===== src/sqcr_pkg.sv =====
// ----------------------------------------------------------------------------
// sqcr_pkg
// Types, constants and tables shared by the sprite quad corner rotate block.
// ----------------------------------------------------------------------------
package sqcr_pkg;

	localparam int CordicSteps = 16;
	localparam int QueueDepth  = 4;
	localparam int QPtrW       = $clog2(QueueDepth);

	localparam logic signed [18:0] CORDIC_START = 19'sd39797;
	localparam logic signed [18:0] UNIT_POS     = 19'sd65536;
	localparam logic signed [18:0] UNIT_NEG     = -19'sd65536;
	localparam logic signed [44:0] ROUND_HALF   = 45'sd32768;
	localparam logic signed [44:0] POS_MAX      = 45'sd8388607;
	localparam logic signed [44:0] POS_MIN      = -45'sd8388608;

	typedef enum logic [1:0] {
		CORNER_TR = 2'd0,
		CORNER_TL = 2'd1,
		CORNER_BL = 2'd2,
		CORNER_BR = 2'd3
	} corner_t;

	typedef enum logic [1:0] {
		QUAD_0 = 2'd0,
		QUAD_1 = 2'd1,
		QUAD_2 = 2'd2,
		QUAD_3 = 2'd3
	} quad_t;

	// sprite fields that ride along the rotation pipeline
	typedef struct packed {
		logic signed [24:0] dx;
		logic signed [24:0] dy;
		logic signed [23:0] sx;
		logic signed [23:0] sy;
		logic [15:0]        ul;
		logic [15:0]        ub;
		logic [15:0]        ur;
		logic [15:0]        vt;
		logic [31:0]        rgba;
		quad_t              quad;
		logic               zero_res;
	} front_pl_t;

	// one classified sprite, as queued between front and back
	typedef struct packed {
		logic signed [24:0] dx;
		logic signed [24:0] dy;
		logic signed [23:0] sx;
		logic signed [23:0] sy;
		logic signed [17:0] c;
		logic signed [17:0] s;
		logic [15:0]        ul;
		logic [15:0]        ub;
		logic [15:0]        ur;
		logic [15:0]        vt;
		logic [31:0]        rgba;
	} sprite_rec_t;

	// arctangent of 2^-i in 1/65536 turns
	function automatic logic [13:0] atan_turns(input int i);
		logic [13:0] a;
		case (i)
			0:       a = 14'd8192;
			1:       a = 14'd4836;
			2:       a = 14'd2555;
			3:       a = 14'd1297;
			4:       a = 14'd651;
			5:       a = 14'd326;
			6:       a = 14'd163;
			7:       a = 14'd81;
			8:       a = 14'd41;
			9:       a = 14'd20;
			10:      a = 14'd10;
			11:      a = 14'd5;
			12:      a = 14'd3;
			13:      a = 14'd1;
			14:      a = 14'd1;
			default: a = 14'd0;
		endcase
		return a;
	endfunction

endpackage


===== src/sqcr_fifo.sv =====
// ----------------------------------------------------------------------------
// sqcr_fifo
// Short queue of classified sprites between the front and the back.
// ----------------------------------------------------------------------------
module sqcr_fifo (
	input  logic                  clk,
	input  logic                  arst_n,
	input  logic                  push,
	input  sqcr_pkg::sprite_rec_t push_rec,
	output logic                  full,
	input  logic                  pop,
	output logic                  not_empty,
	output sqcr_pkg::sprite_rec_t head
);
	import sqcr_pkg::*;

	sprite_rec_t      mem_q [0:QueueDepth-1];
	logic [QPtrW-1:0] wr_q;
	logic [QPtrW-1:0] rd_q;
	logic [QPtrW:0]   cnt_q;

	assign full      = (cnt_q == (QPtrW+1)'(QueueDepth));
	assign not_empty = (cnt_q != '0);
	assign head      = mem_q[rd_q];

	always_ff @(posedge clk or negedge arst_n) begin
		if (!arst_n) begin
			wr_q  <= '0;
			rd_q  <= '0;
			cnt_q <= '0;
		end else begin
			if (push) wr_q <= wr_q + 1'b1;
			if (pop)  rd_q <= rd_q + 1'b1;
			if (push && !pop)      cnt_q <= cnt_q + 1'b1;
			else if (pop && !push) cnt_q <= cnt_q - 1'b1;
		end
	end

	always_ff @(posedge clk) begin
		if (push) mem_q[wr_q] <= push_rec;
	end

	a_no_overflow: assert property (@(posedge clk) disable iff (!arst_n)
		push |-> !full) else $error("queue push while full");
	a_no_underflow: assert property (@(posedge clk) disable iff (!arst_n)
		pop |-> not_empty) else $error("queue pop while empty");
	a_count_bound: assert property (@(posedge clk) disable iff (!arst_n)
		cnt_q <= (QPtrW+1)'(QueueDepth)) else $error("queue count out of range");

endmodule


===== config.mk =====
export PLATFORM = sky130hd
export DESIGN_NAME = sqcr_fifo
export DESIGN_NICKNAME = d
export VERILOG_FILES = /design/src/sqcr_pkg.sv /design/src/sqcr_fifo.sv
export SDC_FILE = /design/constraint.sdc
export NUM_CORES = 1
export LEC_CHECK = 0
export CORE_AREA = 2 2 313 315
export CTS_CLUSTER_DIAMETER = 30
export DETAILED_ROUTE_END_ITERATION = 10
export DIE_AREA = 0 0 315 317
export DONT_BUFFER_PORTS = 1
export PLACE_DENSITY_LB_ADDON = 0.3
export SLEW_MARGIN = 15
export SYNTH_ARGS = -nofsm -noshare
export SYNTH_HDL_FRONTEND = slang
export SYNTH_SLANG_ARGS = --single-unit

===== constraint.sdc =====
create_clock -name clk -period 8 [get_ports clk]
set_clock_uncertainty 0.2 [all_clocks]
set_input_delay 0.4 -clock clk [delete_from_list [all_inputs] [get_ports clk]]
set_output_delay 0.4 -clock clk [all_outputs]
set_load 0.01 [all_outputs]

* Yosys cells after proc, flatten, opt, wreduce, memory -nomap -nowiden
Memory sizes are Yosys's and may differ from the RTL's.
Cells that the tools add are included.
** Cells by class
- Equality and inequality tests :: 1
- Reduce and logical (&&, ||, !) cells :: 6
- Multiplexer cells :: 4
- Add/sub/neg operators :: 4
- Divide/modulo/power cells :: 0
- $mul :: 0
- Bitwise operators :: 0
- Shift-type cells :: 0
- Order comparisons :: 0
** Operators with widths (count)
- two-way mux 3 bit :: 2
- adder 2 x 1 -> 2 bit (second input constant) :: 2
- adder 3 x 1 -> 3 bit (second input constant) :: 1
- equality test 3 bit (second input constant) :: 1
- nonzero test 3 bit :: 1
- subtractor 3 x 1 -> 3 bit (second input constant) :: 1
- logical AND 1 bit :: 2
- zero test 1 bit :: 2
- two-way mux 1 bit :: 2
- nonzero test 2 bit :: 1
** Word-level totals
- Word-level logic and storage cells :: 19
- Memories :: 1
- Output and inout port bits :: 232
- Register bits after elaboration :: 7
- ROM bits :: 0
- Bits in latches :: 0
- Bits in writable memories :: 920
- Input port bits :: 234
** Memory list
- mem_q :: words 4, width 230, rd ports 1, clocked after memory_dff 0, wr ports 1, line sqcr_fifo.sv:17 : sprite_rec_t mem_q [0:QueueDepth-1];

* Longest topological paths before layout
Gate-level depths: netlist (run 1).
- Depth in word-level cells :: 4
- Mapped depth :: 7
- Mapped depth without buffers :: 7

* Least setup slack after synthesis (run 1)
OpenSTA, ideal clock, no wires.
- Path type :: reg-to-reg
- From :: reg wr_q[0]
- To :: mem mem_q[2][0] in the netlist's numbering, enable pin
- Path slack :: 1.345 ns
- Data required time :: 7.181 ns
- Arrival time :: 5.836 ns
- Stages on the path, launching flop included :: 4
- Buffers on the path :: 0
- Setup time :: 0.619 ns
- Period minus slack after synthesis :: 6.655 ns
- Path through :: dfrtp_1 inv_1 ha_1 and2_1
** RTL lines
- start, declared :: line sqcr_fifo.sv:18 : logic [QPtrW-1:0] wr_q;
- start signal, assigned :: line sqcr_fifo.sv:32 : if (push) wr_q <= wr_q + 1'b1;
- end, declared :: line sqcr_fifo.sv:17
No word-level cell before the write port.

==> run_results.csv, run 1 <==
group,metric,value,unit
outcome,status,"finished clean",
die,rows,114,
die,die_h,317,um
power,power.switching,4.96,mW
clocking,root_buffer,"clkbuf_16",
global_route,track_usage,13.8,%
yosys,yosysSeqAreaShare,82.8,%
sta,setup-violations-final,0,
worst_setup_path,path_cells,"buf_4 -> buf_12 -> mux4_2",
yosys,async_reset_ff_share,0.755,%
clocking,clock_latency,0.73,ns
die,num_io_pins,466,
global_route,grt_pass1_wl,102000,um
sta,period_needed,4.18,ns
die,die_w,315,um
yosys,netlist.area_leader.share,82.3,%
placed_design,post-place-cells,2476,
sta,period_share,52.3,%
worst_setup_path,critPathArrivalTime,3.58,ns
worst_setup_path,slowest_delay,0.83,ns
drt,drt-initial-drc-count,1087,
placed_design,postPlaceCellArea,35000,sq um
job,cap_violations,0,
global_route,grt_start_max_net_pins,134,
power,p_sw_share,28.2,%
power,p_leak,14.1,nW
yosys,syn_avg_cell_area,27.2,sq um
clocking,cts_inserted_buffers,179,
die,die_area,99900,sq um
sta,finalHoldViolCount,0,
clocking,path_clk_slew,0.05,ns
drt,ant_nets,0,
drt,num_vias,14678,
yosys,synthDistinctLibCells,18,
clocking,cts_tree,"yes",
worst_setup_path,path_max_fanout,68,
worst_setup_path,crit_type,"reg2out",
clocking,h-tree-depth,4,
yosys,synth_nets,1476,
yosys,synth-edff-count,920,
worst_setup_path,critPathBufInv,2,
sta,drv_slew,0,
clocking,clock_sink_count,927,
final_layout,final_cells,3051,
yosys,synth_cells,1236,
worst_setup_path,startpoint_type,"flop",
drt,drc,0,
global_route,antenna_found_initial,7,
drt,wl,69400,um
worst_setup_path,crit_slowest_cell,"dfrtp_4",
yosys,netlist_top_cells_count,"920 x edfxtp_1, 230 x mux4_2, 25 x buf_2",
yosys,yosysTopAreaCell,"edfxtp_1",
worst_setup_path,critical_path.top_delay_family,"buffers and inverters",
sta,worst_pin_slew,1.26,ns
sta,fin_setup_tns,0,ns
hold_path,hold_class,"in2reg",
global_route,grt_pass1_vias,15953,
power,power_frac_seq,37.8,%
drt,first_pass_iters,5,
power,p_per_area,404,nW/um^2
placed_design,globalplace.congestion,0.759,
global_route,grt.overflow.total,0,
clocking,clk_path_buf_depth,3,
sta,rsz0062_at_grt,"false",
yosys,synth-main-ff-cell,"edfxtp_1",
placed_design,dp_hpwl,40100,um
sta,maxSlewHeadroom,15.7,%
yosys,yosysMostFrequentCell,"edfxtp_1",
final_layout,utilization,45.2,%
yosys,yosysWarningCount,0,
power,clock_power_share,41.9,%
power,power_frac_comb,20.3,%
worst_setup_path,required,7.40,ns
yosys,synthTopCellsByArea,"edfxtp_1 82%, mux4_2 15%, buf_6 0.70%",
yosys,ys_ff_latch,927,
drt,viasPerCell,4.81,
clocking,post_cts_buffers,0,
die,start_util,34.9,%
worst_setup_path,r2r_cells,5,
final_layout,drive_above_1_share,30.7,%
sta,fmax,239,MHz
drt,routedWlPerCell,22.8,um
final_layout,syn_to_final_growth,29.6,%
hold_path,worstHoldPathCells,1,
power,intPower,12.6,mW
yosys,netlist_area,33600,sq um
power,max-vdd-ir-drop,0.000275,V
worst_setup_path,crit_cells,3,
die,core,96300,sq um
final_layout,fin_area,43500,sq um
placed_design,port_buffers,0,
final_layout,nNetsFinal,1855,
worst_setup_path,end_kind,"output port",
-- state kept, by name, indices dropped and copies added (netlist names) --
signal  flops
mem_q     920
cnt_q       3
rd_q        2
wr_q        2
-- path summary, 6_finish.rpt --
| kind | end | slack (ns) | startpoint |
|---|---|---|---|
| max | head[107] | 3.82 | rd_q[0] |
| min | mem_q[3][220] | 0.09 | push |
| max reg2reg | mem_q[1][107] | 5.01 | wr_q[1] |
| min reg2reg | cnt_q[2] | 0.28 | cnt_q[2] |
| max in group asynchronous | rd_q[0] | 6.85 | arst_n |
| min in group asynchronous | cnt_q[2] | 0.42 | arst_n |
-- cells by family after synthesis --
group                      share of synthesized area (%)
AOI/OAI and AO/OA                                 0.0149
adders and majority gates                          0.246
DFF                                                 82.8
xor gates and xnor gates                           0.156
buffers and inverters                               1.19
muxes                                               15.5
and+or+nand+nor                                    0.149
-- layout make-up --
| class | instances | area, sq um |
|---|---|---|
| antenna | 7 | 17.5 |
| clock buffer | 197 | 4570 |
| clock inverter | 137 | 1560 |
| fill | 7926 | 52800 |
| inverter | 4 | 15.0 |
| multi-input combinational | 253 | 5390 |
| sequential | 927 | 27800 |
| tap | 1276 | 1600 |
| timing repair buffer | 250 | 2550 |
-- repair_timing --
action                                 4_1_cts  5_1_grt
hold buffers                               234        0
resized for setup                            0        0
endpoints found under the hold margin      944        0
-- power groups by stage --
stage | registers (mW) | clock network (mW) | logic (mW)
after floorplan | 6.79 | 0 | 2.77
after global placement | 6.73 | 0 | 3.54
after detailed placement | 6.76 | 0 | 3.56
after CTS | 6.68 | 7.53 | 3.72
after global routing | 6.73 | 7.77 | 3.84
final | 6.66 | 7.37 | 3.57
-- layout by cell type (no fill, tap or decap), types with 3 or more instances in the layout --
cell type and n:
edfxtp_1 920, dlygate4sd3_1 234, mux4_2 230, clkbuf_16 180
clkinv_1 28, clkinv_2 26, bufinv_16 21, inv_6 20
clkinvlp_4 18, clkbuf_1 17, clkinv_4 11, buf_4 9
diode_2 7, buf_12 7, clkinv_16 6, ha_1 5
dfrtp_1 5, inv_1 4, and2_4 4, xor2_1 4
inv_16 3, inv_8 3
-- per-stage QoR --
stage               total power, mW  setup slack [ns]  hold slack (ns)
floorplan                      9.56              1.34          -0.0956
global placement               10.3              4.43          -0.0936
detailed placement             10.3              4.43          -0.0937
CTS                            17.9              3.59           0.0711
global route                   18.3              3.46           0.0880
finish                         17.6              3.82           0.0939
-- per-layer routing --
metal	share of wire, %	global-route usage, %	up-vias	wire length [um]
met5	0.049	0	-	34
met4	2.5	5.53	6	1730
met3	8.6	6.01	135	5980
met2	52	22.8	496	36100
met1	37	15.8	7801	25600
li1	-	-	6240	-
No activity file was read; power rests on OpenSTA's default activity.
==> run 2: changes to the inputs <==
- clock period: 8 -> 3.8 ns (I/O delays scaled with it)
==> run_results.csv, run 2 (synthesis results as in run 1) <==
group,metric,value,unit
final_layout,top_register,"mem_q",
hold_path,holdPathEnd,"mem_q[1][38]",
hold_path,worstHoldPathCells,1,
sta,drv_slew,0,
final_layout,biggestRegsByFlops,"mem_q (920), cnt_q (3)",
placed_design,post-place-cells,2527,
worst_setup_path,r2r_cells,4,
drt,drc,0,
worst_setup_path,critical_path.top_delay_family,"flip-flops",
final_layout,syn_to_final_growth,38.2,%
worst_setup_path,crit_cells,2,
placed_design,globalplace.congestion,0.734,
power,max-vdd-ir-drop,0.000508,V
drt,routedWlPerCell,22.9,um
placed_design,dp_hpwl,45000,um
sta,finalHoldViolCount,0,
global_route,grt.overflow.total,0,
drt,num_vias,15928,
clocking,cts-resized-gates,0,
job,cap_violations,0,
die,die_h,317,um
global_route,antenna_found_initial,6,
sta,fmax,312,MHz
global_route,grt_pass1_vias,17663,
sta,fin_setup_tns,0,ns
drt,viasPerCell,4.80,
final_layout,final_cells,3317,
drt,drt-initial-drc-count,1177,
drt,wl,76000,um
die,start_util,34.9,%
sta,period_needed,3.20,ns
worst_setup_path,worstSetupStartpoint,"rd_q[0]",
worst_setup_path,crit_type,"reg2out",
drt,ant_nets,0,
sta,fin_ws,0.595,ns
placed_design,port_buffers,0,
worst_setup_path,slowest_delay,0.97,ns
final_layout,seq_area,27800,sq um
clocking,path_clk_slew,0.05,ns
clocking,clock_sink_count,927,
worst_setup_path,end_kind,"output port",
sta,setup-violations-final,0,
final_layout,final_cell_mix,"920 x edfxtp_1, 461 x dlygate4sd3_1, 230 x mux4_2",
sta,worst_pin_slew,0.934,ns
final_layout,largest_reg_flops,920,
worst_setup_path,critPathArrivalTime,2.81,ns
worst_setup_path,reg2reg_from,"wr_q[0]",
final_layout,final_common_cell,"edfxtp_1",
placed_design,place_ws,1.27,ns
global_route,grt_start_max_net_pins,77,
die,rows,114,
sta,period_share,84.3,%
clocking,h-tree-depth,4,
hold_path,hold_class,"in2reg",
global_route,track_usage,15.2,%
final_layout,nNetsFinal,2131,
power,p_leak,15.5,nW
worst_setup_path,startpoint_type,"flop",
clocking,clk_path_buf_depth,3,
drt,first_pass_iters,5,
global_route,grt_pass1_wl,111000,um
worst_setup_path,path_cells,"buf_4 -> mux4_2",
final_layout,drive_above_1_share,29.4,%
final_layout,multi_input_area,5390,sq um
sta,rsz0062_at_grt,"false",
worst_setup_path,crit_slowest_cell,"dfrtp_4",
worst_setup_path,timing.rr.end,"mem_q[2][135]",
power,p_per_area,822,nW/um^2
final_layout,fill_cells,7627,
clocking,clock_latency,0.75,ns
clocking,cts_tree,"yes",
outcome,status,"finished clean",
die,die_area,99900,sq um
die,num_io_pins,466,
sta,maxSlewHeadroom,37.7,%
worst_setup_path,required,3.41,ns
worst_setup_path,path_max_fanout,35,
clocking,root_buffer,"clkbuf_16",
die,die_w,315,um
clocking,cts_inserted_buffers,177,
sta,hold_ws,0.100,ns
worst_setup_path,r2r_setup_slack,1.40,ns
die,core,96300,sq um
hold_path,worstHoldStart,"push_rec[38]",
worst_setup_path,critPathBufInv,1,
## run 2: changes by cell type in the layout (fill, tap and decap cells not counted), sizes merged, moves of 5 or more
cell	before	now
buf	16	67
clkinv	72	60
clkinvlp	18	11
diode	7	1
dlygate4sd3	234	461
inv	30	35
## run 2: worst max-delay path by stage
stage,end,slack [ns]
after floorplan,mem_q[2][0],0.93
after global placement,head[36],1.28
after detailed placement,head[48],1.27
after CTS,head[80],0.42
after global routing,head[80],0.37
final,head[80],0.60
## run 2: area by class of cell
| cell class | instances | share of cell area (%) |
|---|---|---|
| sequential | 927 | 59.9 |
| timing repair buffer | 528 | 11.8 |
| multi-input combinational | 253 | 11.6 |
| clock buffer | 201 | 9.92 |
| tap | 1276 | 3.44 |
| clock inverter | 127 | 3.33 |
| inverter | 4 | 0.0323 |
| antenna | 1 | 0.00539 |
## run 2: worst reg2reg max path, cell delays in order, from the launching register on
cell and delay, ns:
dfrtp_1 0.42, inv_1 0.11, ha_1 0.15, and2_4 0.74, buf_12 0.43
## run 2: power breakdown
part | leakage (nW) | switching [mW] | internal (mW) | total, mW
Clock | 3.00 | 5.29 | 10.5 | 15.8
Combinational | 3.95 | 4.86 | 3.54 | 8.39
Sequential | 8.53 | 0.625 | 13.4 | 14.0
## run 2: metrics by stage
stage / cell area (sq um) / power [mW] / utilization [%]
floorplan: 33600 / 19.7 / -
global placement: 35700 / 22.2 / 37.0
detailed placement: 35700 / 22.3 / 37.0
CTS: 46400 / 38.7 / 48.2
global route: 46400 / 39.7 / 48.2
finish: 46400 / 38.2 / 48.2
## run 2: layer usage
metal | vias up | part of all wire [%] | GRT usage, %
li1 | 6792 | - | -
met2 | 556 | 52 | 25.8
met1 | 8414 | 37 | 17.1
met3 | 158 | 8.3 | 6.11
met5 | - | 0.043 | 0
met4 | 8 | 2.8 | 5.83
## run 2: timing repair
action | 4_1_cts | 5_1_grt
endpoints found under the setup margin | 0 | 0
hold buffers | 461 | 0
setup buffers | 0 | 0
endpoints found under the hold margin | 1083 | 0
==> run 3: changes to the inputs <==
- ABC_AREA: not set -> 1
- CORE_AREA: 2 2 313 315 -> 2 2 329 331
- DIE_AREA: 0 0 315 317 -> 0 0 331 333
- clock period: 3.8 -> 3.24 ns (I/O delays scaled with it)
==> run_results.csv, run 3 <==
group,metric,value,unit
drt,wl_met2,41800,um
worst_setup_path,end_kind,"output port",
worst_setup_path,crit_slowest_cell,"dfrtp_4",
placed_design,globalplace.congestion,0.741,
worst_setup_path,path_cells,"buf_12 -> buf_4 -> nand2_1 -> o211ai_1 -> nand2_1",
placed_design,dp_hpwl,49300,um
yosys,netlist_top_cells_count,"920 x edfxtp_1, 704 x nand2_1, 471 x inv_1",
yosys,yosysWarningCount,0,
final_layout,biggestRegsByFlops,"mem_q (920), cnt_q (3)",
final_layout,fill_cells,9200,
clocking,cts_tree,"yes",
final_layout,syn_to_final_growth,34.4,%
final_layout,largest_reg_flops,920,
die,num_io_pins,466,
die,die_w,331,um
placed_design,port_buffers,0,
power,p_sw_share,32.5,%
drt,ant_nets,0,
sta,fin_setup_tns,0,ns
outcome,status,"finished clean",
global_route,grt_pass1_vias,22805,
yosys,yosysTopAreaCell,"edfxtp_1",
global_route,grt.overflow.total,0,
yosys,synthDistinctLibCells,20,
power,p_leak,19.1,nW
worst_setup_path,critical_path.top_delay_family,"buffers and inverters",
yosys,netlist.area_leader.share,74.4,%
final_layout,final_cell_mix,"920 x edfxtp_1, 700 x nand2_1, 466 x inv_1",
sta,hold_ws,0.0409,ns
sta,worst_pin_slew,0.923,ns
drt,wl,86600,um
die,die_h,333,um
sta,period_needed,2.92,ns
sta,finalHoldViolCount,0,
drt,drc,0,
power,max-vdd-ir-drop,0.000955,V
power,power,48.5,mW
drt,met1_length,35700,um
power,power.switching,15.8,mW
hold_path,hold_class,"in2reg",
clocking,post_cts_buffers,0,
yosys,async_reset_ff_share,0.755,%
power,clock_power_share,40.8,%
die,rows,120,
clocking,clk_path_buf_depth,3,
worst_setup_path,crit_path_frequent_cell,"nand2_1",
worst_setup_path,slowest_delay,0.69,ns
die,die_area,110000,sq um
sta,period_share,90.2,%
final_layout,seq_area,27800,sq um
final_layout,multi_input_area,6410,sq um
clocking,path_clk_slew,0.04,ns
final_layout,nNetsFinal,3534,
die,start_util,34.8,%
yosys,synth_cells,2733,
drt,first_pass_iters,5,
power,power_frac_comb,25.7,%
power,intPower,32.7,mW
drt,num_vias,22333,
power,p_per_area,973,nW/um^2
global_route,track_usage,15.5,%
worst_setup_path,startpoint_type,"flop",
job,cap_violations,0,
yosys,syn_avg_cell_area,13.6,sq um
final_layout,top_register,"mem_q",
yosys,yosysMostFrequentCell,"edfxtp_1",
worst_setup_path,crit_type,"reg2out",
drt,routedWlPerCell,17.8,um
sta,setup-violations-final,0,
clocking,clock_sink_count,927,
final_layout,drive_above_1_share,11.9,%
yosys,netlist_area,37100,sq um
drt,viasPerCell,4.60,
drt,met3_length,6850,um
yosys,synthTopCellsByArea,"edfxtp_1 74%, o211ai_1 8.7%, nand2_1 7.1%",
worst_setup_path,critPathArrivalTime,2.56,ns
sta,drv_slew,0,
drt,drt-initial-drc-count,1288,
clocking,cts_inserted_buffers,189,
global_route,grt_pass1_wl,131000,um
global_route,antenna_found_initial,6,
clocking,root_buffer,"clkbuf_16",
worst_setup_path,path_max_fanout,50,
clocking,clock_latency,0.73,ns
worst_setup_path,required,2.88,ns
sta,rsz0062_at_grt,"false",
power,power_frac_seq,33.5,%
sta,maxSlewHeadroom,38.4,%
sta,fmax,342,MHz
clocking,h-tree-depth,4,
drt,top_layer,"met5",
yosys,synth-edff-count,920,
final_layout,final_common_cell,"edfxtp_1",
worst_setup_path,critPathBufInv,2,
yosys,synth_nets,2973,
global_route,grt_start_max_net_pins,155,
yosys,synth-main-ff-cell,"edfxtp_1",
die,core,107000,sq um
yosys,yosysSeqAreaShare,74.9,%
yosys,ys_ff_latch,927,
run 3: kinds of logic (layout without fill, tap and decap cells):
kind of cell / after synthesis / after routing / share of synthesized area [%]
AOI/OAI and AO/OA: 461 / 461 / 9.73
xor gates and xnor gates: 4 / 4 / 0.0944
adders and majority gates: 6 / 6 / 0.222
buffers and inverters: 627 / 1346 / 7.88
DFF: 927 / 927 / 74.9
other: 0 / 2 / 0
and+or+nand+nor: 708 / 708 / 7.17
run 3: path summary, 6_finish.rpt:
check | startpoint | to | slack [ns] | depth (start not counted)
worst max-delay path | rd_q[0] | head[104] | 0.32 | 5
worst min-delay path | push_rec[28] | mem_q[1][28] | 0.04 | 1
worst max register to register | wr_q[0] | mem_q[2][49] | 1.01 | 6
worst min register to register | cnt_q[2] | cnt_q[2] | 0.29 | 2
max in group asynchronous | arst_n | rd_q[1] | 2.36 | 2
min in group asynchronous | arst_n | wr_q[0] | 0.16 | 2
run 3: power by group through the flow:
stage               registers, mW  clock network, mW  logic [mW]
floorplan                    16.6                  0        9.15
global placement             16.4                  0        12.1
detailed placement           16.5                  0        12.2
CTS                          16.3               20.1        12.8
global route                 16.4               20.8        13.9
finish                       16.3               19.8        12.5
run 3: cell type report:
class                   count  area share (%)
flip-flops and latches    927            55.8
multi-input cells        1179            12.9
repair buffers            525            10.9
clock buffers             220            9.93
inverters                 472            3.60
well taps                1403            3.52
clock inverters           129            3.39
diodes                      2          0.0100
run 3: repair_timing:
item	in CTS	in global routing
resized for setup	0	0
hold endpoints to repair	1260	0
hold buffers	459	0
run 3: per-layer routing:
metal,up-vias,track usage [%]
li1,10760,-
met1,10770,18.3
met2,609,25.5
met3,184,5.86
met4,10,6.11
met5,-,0
run 3: stage by stage:
stage                     cells  utilization (%)  setup WS [ns]  cell area, sq um
after floorplan            2733                -          -1.47             37200
after global placement     4047             36.2           1.04             38600
after detailed placement   4047             36.2           1.02             38600
after CTS                  4855             46.8          0.217             49900
after global routing       4857             46.8         0.0907             49900
final                      4857             46.8          0.317             49900
